<file path="config.mk">
export PLATFORM = sky130hd
export DESIGN_NAME = foc_cell
export DESIGN_NICKNAME = d
export VERILOG_FILES = /design/src/frequency_ordered_id_cache_macros.svh /design/src/foc_pkg.sv /design/src/foc_cell.sv
export SDC_FILE = /design/constraint.sdc
export NUM_CORES = 1
export LEC_CHECK = 0
export ABC_AREA = 0
export BUFFER_PORTS_ARGS = -buffer_cell sky130_fd_sc_hd__buf_2
export CORE_AREA = 2 2 139 141
export CTS_CLUSTER_SIZE = 16
export DETAILED_ROUTE_END_ITERATION = 7
export DIE_AREA = 0 0 141 143
export PLACE_DENSITY = 0.58
export SYNTH_ARGS = -nofsm -noshare
export SYNTH_HDL_FRONTEND = slang
export SYNTH_SLANG_ARGS = --single-unit
</file>
<file path="constraint.sdc">
create_clock -name clk_i -period 6.4 [get_ports clk_i]
set_input_delay 1.28 -clock clk_i [delete_from_list [all_inputs] [get_ports clk_i]]
set_output_delay 1.28 -clock clk_i [all_outputs]
set_load 0.03 [all_outputs]
</file>
<file path="src/frequency_ordered_id_cache_macros.svh">
// ----------------------------------------------------------------------------
// Frequency-ordered ID cache assertion macros
// Shared assertion wrappers on clk_i and rst_ni.
// ----------------------------------------------------------------------------
`ifndef FREQUENCY_ORDERED_ID_CACHE_MACROS_SVH
`define FREQUENCY_ORDERED_ID_CACHE_MACROS_SVH

// check while out of reset
`define FOC_ASSERT(lbl, prop, msg) \
  lbl: assert property (@(posedge clk_i) disable iff (!rst_ni) prop) else $error(msg);

// check at every edge, reset included
`define FOC_ASSERT_ALWAYS(lbl, prop, msg) \
  lbl: assert property (@(posedge clk_i) prop) else $error(msg);

`endif

</file>
<file path="src/foc_pkg.sv">
// ----------------------------------------------------------------------------
// Frequency-ordered ID cache package
// Entry types, result codes and controller states.
// ----------------------------------------------------------------------------
package foc_pkg;

  localparam int unsigned IdentW  = 32;
  localparam int unsigned HitsW   = 16;
  localparam int unsigned HandleW = 16;
  localparam int unsigned SlotW   = 6;

  localparam logic [HitsW-1:0] HitsMax = '1;

  typedef enum logic [1:0] {
    OUT_ROOT  = 2'd0,
    OUT_HIT   = 2'd1,
    OUT_FILL  = 2'd2,
    OUT_UNRES = 2'd3
  } foc_outcome_e;

  typedef enum logic {
    ST_IDLE   = 1'b0,
    ST_LOOKUP = 1'b1
  } foc_state_e;

  typedef struct packed {
    logic [IdentW-1:0]  ident;
    logic [HitsW-1:0]   hits;
    logic [HandleW-1:0] handle;
  } foc_entry_t;

  typedef struct packed {
    logic       swap;
    foc_entry_t entry;
  } foc_up_t;

endpackage

</file>
<file path="src/foc_cell.sv">
// ----------------------------------------------------------------------------
// Frequency-ordered ID cache cell
// One table slot: compare, saturating count, swap with upper neighbor, fill.
// ----------------------------------------------------------------------------
module foc_cell (
  input  logic                       clk_i,
  input  logic                       rst_ni,
  input  logic                       update_i,
  input  logic                       key_valid_i,
  input  logic [foc_pkg::IdentW-1:0] key_i,
  input  logic                       hit_above_i,
  output logic                       hit_chain_o,
  output logic                       match_o,
  input  foc_pkg::foc_entry_t        above_i,
  input  foc_pkg::foc_up_t           below_i,
  input  logic                       fill_i,
  input  foc_pkg::foc_entry_t        fill_entry_i,
  output foc_pkg::foc_entry_t        entry_o,
  output foc_pkg::foc_up_t           up_o
);

  foc_pkg::foc_entry_t          entry_q, entry_d;
  logic                         match;
  logic [foc_pkg::HitsW-1:0]    new_hits;
  logic                         swap;

  assign match       = key_valid_i && (entry_q.ident == key_i) && !hit_above_i;
  assign hit_chain_o = hit_above_i || match;
  assign match_o     = match;
  assign new_hits    = (entry_q.hits == foc_pkg::HitsMax) ? entry_q.hits
                                                          : entry_q.hits + 1'b1;
  assign swap        = match && (new_hits > above_i.hits);

  always_comb begin
    up_o.swap          = swap;
    up_o.entry.ident   = entry_q.ident;
    up_o.entry.hits    = new_hits;
    up_o.entry.handle  = entry_q.handle;
  end

  assign entry_o = entry_q;

  always_comb begin
    entry_d = entry_q;
    if (update_i) begin
      if (below_i.swap) begin
        entry_d = below_i.entry;
      end else if (swap) begin
        entry_d = above_i;
      end else if (match) begin
        entry_d.hits = new_hits;
      end else if (fill_i) begin
        entry_d = fill_entry_i;
      end
    end
  end

  always_ff @(posedge clk_i or negedge rst_ni) begin
    if (!rst_ni) begin
      entry_q <= '0;
    end else begin
      entry_q <= entry_d;
    end
  end

endmodule

</file>
After elaboration in Yosys (flattened, before gate mapping)
Index checks and enable logic that the tools add are counted.
Storage, ports and cells
  bits of input ports: 231
  word-level logic and storage cells: 24
  bits in registers: 64
  output and inout bits: 131
Operators by class
  mux-type cells: 7
  equality and inequality tests: 3
  order comparisons: 1
  add/subtract/negate cells: 1
  reductions and logical operators: 9
Operators with widths (number)
  $mux 64: 3
  $mux 16: 3
  $eq 32x32->1: 1
  $mux 32: 1
  $add 16x1->16 const B: 1
  $eq 16x16->1 const B: 1
  $gt 16x16->1: 1
  $reduce_bool 4->1: 1
  $logic_and 1x1->1: 3
  $ne 3x2->1 const B: 1
  $reduce_and 3->1: 1
  $reduce_bool 3->1: 1
  $reduce_and 2->1: 1
  $logic_not 1->1: 1
  $logic_or 1x1->1: 1

Depth between registers and ports, before layout
Gate-level depths: netlist of the first run.
  depth after elaboration: 6
  depth in mapped cells: 19

Least setup slack after synthesis of the first run
Ideal clock, no wire load.
  path kind: reg2out
  from: reg entry_q, in the netlist entry_o[16]
  to: out up_o[64] (netlist name)
  required time: 5120 ps
  cell stages (with the launch flop): 16
  arrival: 3719 ps
  setup slack: 1401 ps
  cells stage by stage: dfrtp_1 > ha_1 > and3_1 > and3_1 > clkbuf_1 > nand2_1 > and3_1 > xor2_1 > ha_1 > a21oi_1 > o21ai_0 > a221oi_1 > nand3_1 > nand3_1 > inv_1 > buf_4
RTL lines
  start, declared: RTL line foc_cell.sv:22  | foc_pkg::foc_entry_t entry_q, entry_d;
  start signal, assigned: RTL line foc_cell.sv:62  | entry_q <= entry_d;
  end, declared: RTL line foc_cell.sv:19  | output foc_pkg::foc_up_t up_o

Worst setup path in the final report of the first run
  from: reg entry_q, in the netlist entry_o[23]
  to: reg entry_q, in the netlist entry_o[35]
On the way
  word-level cells in the longest chain between the ends: 6
  elaborated cells on any way between the ends: 10
  classes of those cells: add/sub: 1; order compare: 1; eq/ne: 2; mux: 3; reduce/logical: 3
RTL lines
  $add 16x1->16 or $eq 16x16->1 (tied branches): RTL line foc_cell.sv:31, foc_cell.sv:30
  $mux 16 *: RTL line foc_cell.sv:30  | assign new_hits = (entry_q.hits == foc_pkg::HitsMax) ? entry_q.hits
  $gt 16x16->1 *: RTL line foc_cell.sv:32  | assign swap = match && (new_hits > above_i.hits);
  $logic_and 1x1->1 *: RTL line foc_cell.sv:32
  $ne 3x2->1 (no line), or another cell as far along
  $reduce_and 3->1 (no line) or $mux 64 (tied branches)
Every way passes the cells marked *; elsewhere a longest branch is shown, timed or not.
A chain may end at the register's enable or synchronous reset.

==> flow_summary.yaml, run 1 <==
sta:
  final_min_period_over_clock_period_pct: 82.06
  grt_setup_unrepaired: "false"
  final.setup.worst_slack_ns: 1.148
  setup-tns-final_ns: 0
  finalWorstPathRequiredPeriod_ns: 5.252
  worst_setup_skew_after_layout_ns: 0.01084
  slew_headroom_pct: 29.71
  fmax_mhz: 190.4
  worst-slew-pin-transition_ns: 1.049
  timing_max_transition_violations_final: 0
  setup_violations: 0
  timing_hold_violations_final: 0
  final.hold.worst_slack_ns: 0.5388
run:
  max-cap-violations: 0
pwr:
  fin_total_pwr_uw: 1794
  p_leak_uw: 0.003928
  pwr_density_cell_nw_per_um2: 243.7
  power.ir.vdd_worst_v: 0.0001070
clock_network:
  cts-buffers-inserted: 9
  post_cts.resized_instances: 0
  hold_bufs_at_cts: 0
  postCtsSetupRepairBufs: 0
  cts_sinks: 64
  clk_transition_reported_paths_ns: 0.06
  clockRootBuffer: "clkbuf_16"
  clock_tree.htree_level_count: 3
  clkLatencyLatePin_ns: 0.34
  clk_path_buf_depth: 2
  tritoncts_clock_tree: "yes"
placement:
  dp_worst_setup_slack_ns: 1.118
  place.gp.congestion: 0.9101
  detailedPlacementHpwl_um: 17970
  port_buffers: 361
  dpl.cell_count: 1149
floorplan:
  die-area_um2: 20160
  die_h_um: 143
  initial_core_util_pct: 29.56
  placementRows: 50
  number_of_i_o_pins: 362
  core_area_um2: 18580
  die_x_um: 141
synthesis:
  synth-seq-cells: 64
  synth.top_cells.by_count: "71 x inv_1, 69 x o21ai_0, 64 x dfrtp_1"
  primary_ff_master_synth: "dfrtp_1"
  synth-async-reset-ratio_pct: 100.0
  synth_largest_area_cell: "dfrtp_1"
  summed_instance_area_of_the_synthesized_netlist_um2: 5492
  synth-edff-count: 0
  post-synth-top-area-fraction_pct: 29.16
  synth_nets: 900
  synth.avg_cell_area_um2: 8.423
  synth_area_leaders: "dfrtp_1 29%, a41o_1 8.7%, o32ai_1 7.7%"
  synthCells: 652
  synth.most_common_cell: "inv_1"
  sequential_cell_area_fraction_in_the_yosys_report_pct: 29.16
  synth.yosys.warnings: 0
  synth_cell_types: 49
worst_setup_path:
  reg2reg_slack_ns: 1.15
  path_max_fanout: 49
  crit_path_start_kind: "register"
  setup.worst_path.class: "register to register"
  critPathRequiredTime_ns: 6.57
  timing.critical_path.to_type: "register"
  critPathArrivalTime_ns: 5.42
cells_and_area:
  layout.cells.non_filler: 1167
  num-nets-final: 1174
  syn2layout_area_growth_pct: 34.04
  drive_gt1_share_pct: 42.75
  largest_reg_flops: 64
grt:
  grt_first_pass_wirelength_um: 35330
  grtUsageTotal_pct: 22.84
  grt_antenna_before_repair: 2
  grt_max_degree: 65
  grt.overflow.total: 0
  grt_pass1_vias: 6027
routing:
  drt_iter0_drc: 422
  vias: 6309
  routed_wirelength_um: 24220
  routed_via_density: 5.406
  detail_route.drc_violations: 0
  ant_nets: 0
  drtPass1Iterations: 7
  detail_routed_net_length_per_standard_cell_um: 20.76
hold_path:
  hold_crit_class: "register to register"
status:
  status: "complete, no violations"
==> path summary, 6_finish.rpt <==
check | from | endpoint | cells after the start
min | entry_o[14] | entry_o[14] | 2
min in group asynchronous | rst_ni | entry_o[2] | 1
max | entry_o[23] | entry_o[35] | 14
max reg2reg | entry_o[23] | entry_o[35] | 14
max in group asynchronous | rst_ni | entry_o[8] | 1
min reg2reg | entry_o[14] | entry_o[14] | 2
==> layout make-up <==
cell class,instances,area (um^2)
diodes,2,5.005
clock buffers,11,242.7
fillers,1977,11220
flip-flops and latches,64,1602
well taps,234,292.8
multi-input cells,411,3027
inverters,71,266.5
repair buffers,369,1869
clock inverters,5,56.30
==> critical path: stages, from the launching register on <==
cell and delay, ns:
dfrtp_1 0.46, nand4_1 0.22, nor3_1 0.55, nand2_1 0.32
and3_1 0.26, xor2_1 0.18, ha_1 0.32, nand2_1 0.06
nor4_1 0.35, a21bo_2 0.29, a31o_2 0.38, or3_2 0.90
a21oi_4 0.27, buf_4 0.35, o32ai_1 0.17
==> through the flow <==
| stage | utilization, % | area (um^2) |
|---|---|---|
| 5_1_grt | 39.62 | 7361 |
| 6_report | 39.62 | 7361 |
| 4_1_cts | 39.59 | 7356 |
| 3_3_place_gp | 37.98 | 7057 |
| 2_1_floorplan | - | 5492 |
| 3_5_place_dp | 37.98 | 7057 |
==> cell families (layout without fill, tap and decap cells) <==
logic type	count (synthesis)	in the layout	share of synthesized area [%]
simple gates	82	82	8.362
flops	64	64	29.16
compound gates	264	264	34.29
xor+xnor	35	35	5.582
other cells	0	2	0
fa+ha+maj	17	17	3.873
mux	13	13	2.438
buf+inv	177	456	16.29
==> routing by layer <==
metal,wire length (um),global-route usage (%)
met1,9983,29.14
met5,0,0
met2,11980,38.72
met3,1810,4.628
met4,443,7.684
==> cells in the final DEF (no fill, tap or decap), drive strengths merged, types with 5 or more instances in the layout <==
cell    Yosys  final
nand3      12     12
xnor2      10     10
a21oi      62     62
o32ai      48     48
ha         17     17
buf        62    369
nor2        8      8
xor2       25     25
clkbuf     44     11
nand2      13     13
inv        71     71
o21ai      69     69
a41o       48     48
nand4       5      5
and3        9      9
a221oi      5      5
nor4        8      8
mux2i      10     10
dfrtp      64     64
nor2b       5      5
a222oi      9      9
==> power by group <==
group | total [uW] | internal, uW | leakage (uW) | switching (uW)
Combinational | 752 | 249 | 0.00301 | 503
Sequential | 535 | 459 | 0.000772 | 75.3
Clock | 507 | 312 | 0.000146 | 195
Total | 1790 | 1020 | 0.00393 | 773
Note: power is estimated with default switching activity, not from simulation.
==> run 2, diff against run 1 <==
- CORE_AREA: 2 2 139 141 -> 2 2 142 144
- DIE_AREA: 0 0 141 143 -> 0 0 144 146
- PLACE_DENSITY: 0.58 -> 0.56
- clock period: 6.4 -> 5.2 ns (I/O delays scaled with it)
==> run 2 against run 1 <==
Worst hold slack improved by 0.0015 ns. First-iteration DRC count decreased by 9.5%. Global-route usage hardly changed. Final area up 1.4%. Sequential cell count did not move. Critical path type is now register to output pin. Highest routed layer unchanged.
==> flow_summary.yaml, run 2 (synthesis gave the netlist of run 1 again) <==
cells_and_area:
  layout.filler_cells: 2049
  num-nets-final: 1180
  diodes: 0
  largest_reg_flops: 64
  drive_gt1_share_pct: 43.33
  layout.cells.non_filler: 1202
  syn2layout_area_growth_pct: 35.93
  commonest_non_fill_non_tap_cell_in_the_layout: "buf_2"
  layout_common_cells: "360 x buf_2, 70 x inv_1, 69 x o21ai_0, 64 x dfrtp_1, 61 x a21oi_1"
floorplan:
  die_x_um: 144
  die-area_um2: 21020
  initial_core_util_pct: 28.40
  die_h_um: 146
  placementRows: 51
  core_area_um2: 19330
  number_of_i_o_pins: 362
worst_setup_path:
  setup.worst_path.class: "register to output pin"
  critPathMaxStageDelay_ns: 0.47
  worst_path_max_delay_cell: "nor4_1"
  path_max_fanout: 7
  critPathRequiredTime_ns: 4.16
  crit_path_start_kind: "register"
  critPathArrivalTime_ns: 3.85
  timing.critical_path.to_type: "output pin"
  timing.critical_path.cells: "ha_1, and3_1, and3_1, a21oi_1, nand3_1, xnor2_2, ha_1, nand4_1, nor4_1, a21bo_2, nand3_2, nand3_1, inv_1, buf_2"
placement:
  detailedPlacementHpwl_um: 18630
  port_buffers: 361
  dpl.cell_count: 1186
  place.gp.congestion: 0.8775
pwr:
  total_net_switching_power_uw: 961.5
  power_report.internal_total_uw: 1261
  power.ir.vdd_worst_v: 0.0001384
  pwr_density_cell_nw_per_um2: 297.8
  share_comb_of_total_power_pct: 42.3
  p_leak_uw: 0.003969
  clock_power_share_pct: 28.2
  netSwitchingFraction_pct: 43.26
  power_frac_seq_pct: 29.6
clock_network:
  clockRootBuffer: "clkbuf_16"
  tritoncts_clock_tree: "yes"
  postCtsSetupRepairBufs: 0
  clkLatencyLatePin_ns: 0.34
  cts-buffers-inserted: 9
  clk_path_buf_depth: 2
  clock_tree.htree_level_count: 3
  cts_sinks: 64
  clk_transition_reported_paths_ns: 0.06
routing:
  drt_iter0_drc: 382
  vias: 6479
  routed_via_density: 5.390
  ant_nets: 0
  detail_routed_net_length_per_standard_cell_um: 20.85
  detail_route.drc_violations: 0
  drtPass1Iterations: 5
  routed_wirelength_um: 25070
grt:
  grt_pass1_vias: 6253
  grt_first_pass_wirelength_um: 36640
  grt_antenna_before_repair: 0
  grt.overflow.total: 0
  grtUsageTotal_pct: 22.84
  grt_max_degree: 65
sta:
  setup-tns-final_ns: 0
  grt_setup_unrepaired: "false"
  timing_max_transition_violations_final: 0
  timing_hold_violations_final: 0
  worst_setup_skew_after_layout_ns: 0.009440
  slew_headroom_pct: 34.41
  finalWorstPathRequiredPeriod_ns: 4.886
  final_min_period_over_clock_period_pct: 93.96
  worst-slew-pin-transition_ns: 0.9786
  fmax_mhz: 204.7
  setup_violations: 0
status:
  status: "complete, no violations"
run:
  max-cap-violations: 0
hold_path:
  hold_crit_class: "register to register"
## run 2: cell types whose count changed in the layout (fill, tap and decap cells not counted), sizes merged
cell / delta
buf: +6
diode: -2
## run 2: final timing paths
check | startpoint | depth (start not counted) | to | slack, ns
min in group asynchronous | rst_ni | 1 | entry_o[3] | 0.81
max reg2reg | entry_o[16] | 15 | entry_o[39] | 0.48
max | entry_o[16] | 14 | up_o[64] | 0.31
min | entry_o[12] | 2 | entry_o[12] | 0.54
max in group asynchronous | rst_ni | 1 | entry_o[18] | 3.75
min reg2reg | entry_o[12] | 2 | entry_o[12] | 0.54
## run 2: critical path: cells and delay by family, from the launching register on
| kind | cells | cell delay, ns |
|---|---|---|
| buffers and inverters | 2 | 0.34 |
| adder cells (fa/ha/maj) | 2 | 0.62 |
| AO/OA/AOI/OAI | 2 | 0.45 |
| AND/OR/NAND/NOR | 7 | 1.43 |
| XOR/XNOR | 1 | 0.22 |
| flip-flops | 1 | 0.45 |
## run 2: metal layers
| metal | global-route usage, % | wire, um | vias up |
|---|---|---|---|
| met4 | 8.627 | 688 | 0 |
| met5 | 0 | 0 | - |
| met3 | 4.804 | 2117 | 35 |
| met2 | 37.74 | 12050 | 367 |
| met1 | 29.10 | 10220 | 3104 |
| li1 | - | - | 2973 |
## run 2: area by class of cell
| type | count | area (um^2) | area share, % |
|---|---|---|---|
| clock buffers | 11 | 242.7 | 3.252 |
| clock inverters | 5 | 56.30 | 0.7543 |
| inverters | 71 | 266.5 | 3.570 |
| multi-input cells | 411 | 3039 | 40.71 |
| flip-flops and latches | 64 | 1602 | 21.45 |
| well taps | 265 | 331.6 | 4.442 |
| repair buffers | 375 | 1927 | 25.81 |
## run 2: repair_timing
action | in CTS | in global routing
endpoints found under the hold margin | 0 | 0
hold buffers | 0 | 0
gates resized for setup | 0 | 2
setup endpoints to repair | 0 | 1
## run 2: power groups by stage
stage | Clock [uW] | Sequential [uW] | Combinational, uW
detailed placement | 0 | 665 | 938
floorplan | 0 | 774 | 522
global route | 657 | 669 | 1010
global placement | 0 | 663 | 939
CTS | 640 | 658 | 941
finish | 626 | 658 | 939
## run 2: metrics by stage
stage / util (%) / setup slack, ns / power, uW / hold WS (ns) / area (um^2)
final: 38.61 / 0.3140 / 2223 / 0.5403 / 7465
after global routing: 38.61 / 0.05041 / 2333 / 0.5690 / 7465
after CTS: 38.54 / 0.2059 / 2238 / 0.5498 / 7452
after detailed placement: 37.00 / 0.4002 / 1604 / 0.5362 / 7153
after global placement: 37.00 / 0.4268 / 1602 / 0.5273 / 7153
after floorplan: - / 0.4414 / 1296 / 0.6692 / 5492
